### src/rfrc_pkg.sv
`default_nettype none
package rfrc_pkg;

  // Frame geometry defaults
  localparam int unsigned HEADER_BYTES_DEF  = 6;
  localparam int unsigned DIRECTION_POS_DEF = 2;

  localparam int unsigned BYTE_W      = 8;
  localparam int unsigned CFG_INDEX_W = 3;
  localparam int unsigned CFG_DATA_W  = 8;

  localparam logic [BYTE_W-1:0] SUM_INIT  = 8'hFF;
  localparam logic [BYTE_W-1:0] LEN_NONE  = 8'hFF;

  // Register reset values
  localparam logic [BYTE_W-1:0] MARKER_RST      = 8'hF7;
  localparam logic [BYTE_W-1:0] STATUS_DIR_RST  = 8'h50;
  localparam logic [BYTE_W-1:0] CONTROL_DIR_RST = 8'h0F;
  localparam logic [BYTE_W-1:0] STATUS_SEED_RST = 8'h4B;
  localparam logic [BYTE_W-1:0] CONTROL_SEED_RST = 8'h62;
  localparam logic [BYTE_W-1:0] LENGTH_LIMIT_RST = 8'd64;

  // Register indexes on the configuration port
  typedef enum logic [CFG_INDEX_W-1:0] {
    CFG_MARKER       = 3'd0,
    CFG_STATUS_DIR   = 3'd1,
    CFG_CONTROL_DIR  = 3'd2,
    CFG_STATUS_SEED  = 3'd3,
    CFG_CONTROL_SEED = 3'd4,
    CFG_LENGTH_LIMIT = 3'd5
  } cfg_reg_t;

  typedef enum logic [1:0] {
    PH_HUNT    = 2'd0,
    PH_HEADER  = 2'd1,
    PH_PAYLOAD = 2'd2,
    PH_CHECK   = 2'd3
  } phase_t;

  typedef enum logic [2:0] {
    V_STATUS_OK   = 3'd0,
    V_CONTROL_OK  = 3'd1,
    V_SUM_BAD     = 3'd2,
    V_UNKNOWN_DIR = 3'd3,
    V_BAD_LEN     = 3'd4
  } verdict_t;

  typedef struct packed {
    logic [BYTE_W-1:0] rx_byte;
  } rx_beat_t;

  typedef struct packed {
    logic [BYTE_W-1:0] frame_byte;
    logic [BYTE_W-1:0] byte_index;
    logic              frame_first;
    logic              frame_last;
    verdict_t          verdict;
  } frame_beat_t;

  // Checksum unit control: restart from the initial value, absorb a byte, clear
  typedef struct packed {
    logic restart;
    logic absorb;
    logic clear;
  } sum_ctrl_t;

  // One checksum step: shift, fold the seed in on overflow, then mix the byte
  function automatic logic [BYTE_W-1:0] sum_step(input logic [BYTE_W-1:0] sum,
                                                 input logic [BYTE_W-1:0] seed,
                                                 input logic [BYTE_W-1:0] b);
    logic [BYTE_W-1:0] shifted;
    shifted = {sum[BYTE_W-2:0], 1'b0};
    if (sum[BYTE_W-1]) begin
      shifted = shifted ^ seed;
    end
    return shifted ^ b;
  endfunction

endpackage
`default_nettype wire

### src/rfrc_checksum.sv
`default_nettype none
module rfrc_checksum (
  input  wire logic                        clk,
  input  wire logic                        rst,
  input  wire rfrc_pkg::sum_ctrl_t         ctrl,
  input  wire logic [rfrc_pkg::BYTE_W-1:0] data,
  input  wire logic [rfrc_pkg::BYTE_W-1:0] status_seed,
  input  wire logic [rfrc_pkg::BYTE_W-1:0] control_seed,
  output logic      [rfrc_pkg::BYTE_W-1:0] sum_status,
  output logic      [rfrc_pkg::BYTE_W-1:0] sum_control
);
  import rfrc_pkg::*;

  logic [BYTE_W-1:0] base_status;
  logic [BYTE_W-1:0] base_control;

  // Start from the initial value when a new frame opens
  assign base_status  = ctrl.restart ? SUM_INIT : sum_status;
  assign base_control = ctrl.restart ? SUM_INIT : sum_control;

  // Advance both running sums, or return them to the initial value
  always_ff @(posedge clk) begin
    if (rst) begin
      sum_status  <= SUM_INIT;
      sum_control <= SUM_INIT;
    end else if (ctrl.absorb) begin
      sum_status  <= sum_step(base_status, status_seed, data);
      sum_control <= sum_step(base_control, control_seed, data);
    end else if (ctrl.clear) begin
      sum_status  <= SUM_INIT;
      sum_control <= SUM_INIT;
    end
  end

  a_restart_absorbs: assert property (@(posedge clk) disable iff (rst)
    ctrl.restart && ctrl.absorb |=>
      sum_status == sum_step(SUM_INIT, $past(status_seed), $past(data)))
    else $error("checksum restart did not start from the initial value");

  a_clear_init: assert property (@(posedge clk) disable iff (rst)
    ctrl.clear && !ctrl.absorb |=> sum_status == SUM_INIT && sum_control == SUM_INIT)
    else $error("checksum clear left a stale sum");

  a_hold: assert property (@(posedge clk) disable iff (rst)
    !ctrl.clear && !ctrl.absorb |=> $stable(sum_status) && $stable(sum_control))
    else $error("checksum moved without a byte");

endmodule
`default_nettype wire
### config.mk
export PLATFORM = sky130hd
export DESIGN_NAME = rfrc_checksum
export DESIGN_NICKNAME = d
export VERILOG_FILES = /design/src/rfrc_pkg.sv /design/src/rfrc_checksum.sv
export SDC_FILE = /design/constraint.sdc
export NUM_CORES = 1
export LEC_CHECK = 0
export ABC_CLOCK_PERIOD_IN_PS = 1600
export BUFFER_PORTS_ARGS = -buffer_cell sky130_fd_sc_hd__buf_2
export CELL_PAD_IN_SITES_DETAIL_PLACEMENT = 0
export CELL_PAD_IN_SITES_GLOBAL_PLACEMENT = 1
export CORE_UTILIZATION = 32
export CTS_BUF_LIST = sky130_fd_sc_hd__clkbuf_8 sky130_fd_sc_hd__clkbuf_16
export DETAILED_ROUTE_END_ITERATION = 10
export PLACE_DENSITY = 0.9
export SYNTH_ARGS = -nofsm -noshare
export SYNTH_HDL_FRONTEND = slang
export SYNTH_SLANG_ARGS = --single-unit
### constraint.sdc
create_clock -name clk -period 1.6 [get_ports clk]
set_input_delay 0.32 -clock clk [delete_from_list [all_inputs] [get_ports clk]]
set_output_delay 0.32 -clock clk [all_outputs]
set_load 0.03 [all_outputs]
==> metrics.md <==
| Metric | Value |
|---|---|
| Antenna violations before repair | 0 |
| Mean post-synth cell area | 8.20 um^2 |
| Worst EP required | 1.28 ns |
| Vias after detailed routing | ~980 |
| Failing checks | design-rule violations |
| Min-Delay Path Class | in -> reg |
| Final nets | 190 |
| Worst EP arrival | approximately 1.1 ns |
| Met2 wire length | 1010 um |
| Root buffer cell | clkbuf_8 |
| Port Buffers | 44 |
| Total CTS buffers | 3 |
| Total track usage | 15.4% |
| Filler Cells Inserted | 308 |
| Final period utilization | 87.4% |
| Post-synthesis cell area | 992 um^2 |
| Slew Limit Fails | 0 |
| Die H | 57.7 um |
| Final WL | 2310 um |
| Overflow after GRT | 0 |
| CTS tree | yes |
| Post_cts resized | 0 |
| Synth Area in Simple Gates | 7.31% |
| Final setup TNS | 0 ns |
| RePlAce Congestion | 0.803 |
| Wl on met1 | 1080 um |
| DP Cell Count | 187 |
| Top Ports | 45 |
| Synth Warn # | 0 |
| Worst skew pair latency | 0.25 ns |
| P&R area growth vs syn | 24.1% |
| Fmax | 0.715 GHz |
| First-pass GRT wire length | 4000 um |
| Hold_ws | 0.390 ns |
| Detailed Place HPWL | 1730 um |
| Largest family of logic cells by synthesized area | compound AO/OA/AOI/OAI gates |
| DRC violations left | 3 |
| Starting Density | about a third |
| Commonest non-fill, non-tap cell in the layout | buf_2 |
| Slew HR | around 65% |
| Antenna diode count | 0 |
| Hold Fails Final Rpt | 0 |
| Cells after synthesis | around 120 |
| Final setup fails | 0 |
| Critical path fanouts, max | 13 |
| Post-synthesis xor/xnor area fraction | 14.1% |
| Worst vdd ir | 0.000390 V |
| Vias in the first global route | 934 |
| # rows | 19 |
| Core area | 2850 um^2 |
| Hold buffers post-CTS | 0 |
| Non-Filler Instances | 190 |
| Initial DRC count | 17 |
| Cell accounting for the most synthesized area | dfxtp_1 |
| Largest net degree at the start of global routing | 31 |
| Synth unique cells | 15 |
| Final antenna-violating net count | 0 |
| CTS Buffer Depth | 2 |
| Vias/cell | just over 5 |
| Htree depth | 1 |
| Unrepaired setup endpoints after global routing | false |
| Share of cells above drive strength 1 | 33.3% |
| Die area | 3330 um^2 |
| Post-route minimum period | 1.40 ns |
| Complex-gate fraction of the synthesized area | 38.5% |
| Setup bufs post-CTS | 0 |
| Met3 wire length | 184 um |
| Actual slew at the worst max-slew pin | 0.526 ns |
| Die Wd | 57.7 um |
| Pwr per Cell Area | 873 nW/um^2 |
| Clock Skews | 0.00158 ns |
| Highest metal used | met4 |
| Worst setup EP type | primary output |
| Clock-pin slew on the worst setup and hold paths | 0.06 ns |
| Number of synthesized register bits | 16 |
| Clock Sinks | 16 |
| Multiplexer area fraction after synthesis | 0% |
| Type of element launching the critical path | register |
| Wire length per cell | 12.2 um |
| Fraction of the mapped netlist area in adder cells | 0% |
| Setup CP Type | reg -> out |
| Largest cells by area after synthesis | dfxtp_1 (32%), a21oi_1 (14%), xnor2_1 (12%), a211oi_1 (11%), a21o_1 (11%) |
| Leak Pwr | 0.472 nW |
| Post-synthesis sequential area ratio | 32.3% |
| Post-synth top area share | 32.3% |
| Max Cap Violations | 0 |
| Status | complete, but fails checks |
| Most frequent cells in the layout | buf_2 (44), a21oi_1 (27), nor2_1 (16), dfxtp_1 (15) |
| Syn Nets | 150 |
| DRT Pass-1 Iters | 7 |
==> flip-flops by register name, summed over array words and instances (netlist names) <==
signal and cells:
sum_control 8, sum_status 8
==> final cells by class <==
class,instances,area (um^2),area share (%)
clock buffer,3,41.3,3.35
multi-input combinational,94,594,48.3
sequential,16,322,26.1
tap,31,38.8,3.15
timing repair buffer,46,235,19.1
==> where the power goes <==
group	switching (W)	internal, W
clock network	0.000135	0.000167
registers	0.0000395	0.000431
logic	0.000172	0.000131
total	0.000346	0.000729
==> worst paths after layout <==
check | startpoint | to | slack, ns | depth (start not counted)
max | sum_control[7] | sum_control[7] | 0.20 | 2
min | data[3] | sum_control[3] | 0.39 | 3
max reg2reg | sum_control[7] | sum_control[1] | 0.38 | 5
min reg2reg | sum_control[2] | sum_control[2] | 0.52 | 2
==> metrics by stage <==
stage	instance area [um^2]	power (W)	util, %	worst slack, ns
floorplan	992	0.000696	-	0.264
global route	1230	0.00114	43.2	0.128
global placement	1190	0.000777	41.7	0.233
detailed placement	1190	0.000783	41.7	0.214
CTS	1230	0.00109	43.1	0.0414
finish	1230	0.00107	43.2	0.202
==> synth_stat cells <==
cell type,instances
a21o_1,14
xor2_1,2
xnor2_1,14
clkbuf_1,1
buf_1,1
a21oi_2,3
buf_2,5
buf_6,4
a211oi_1,14
o21ai_1,2
nor2_1,16
a21oi_1,27
nor2b_1,1
dfxtp_1,16
or3_1,1
==> logic make-up after synthesis <==
logic type | after synthesis
AOI/OAI and AO/OA | 60
xor gates and xnor gates | 16
buffers and inverters | 11
DFF | 16
and+or+nand+nor | 18
==> per-layer routing <==
layer / vias to the layer above / track usage [%]
met2: 37 / 23.8
met5: - / 0
met3: 5 / 4.24
met1: 428 / 19.9
li1: 512 / -
met4: 0 / 7.48
==> critical path, cell delays in order, from the launching register on <==
cell	delay [ns]
dfxtp_1	0.39
buf_4	0.22
buf_2	0.22
No activity file was read; power rests on OpenSTA's default activity.
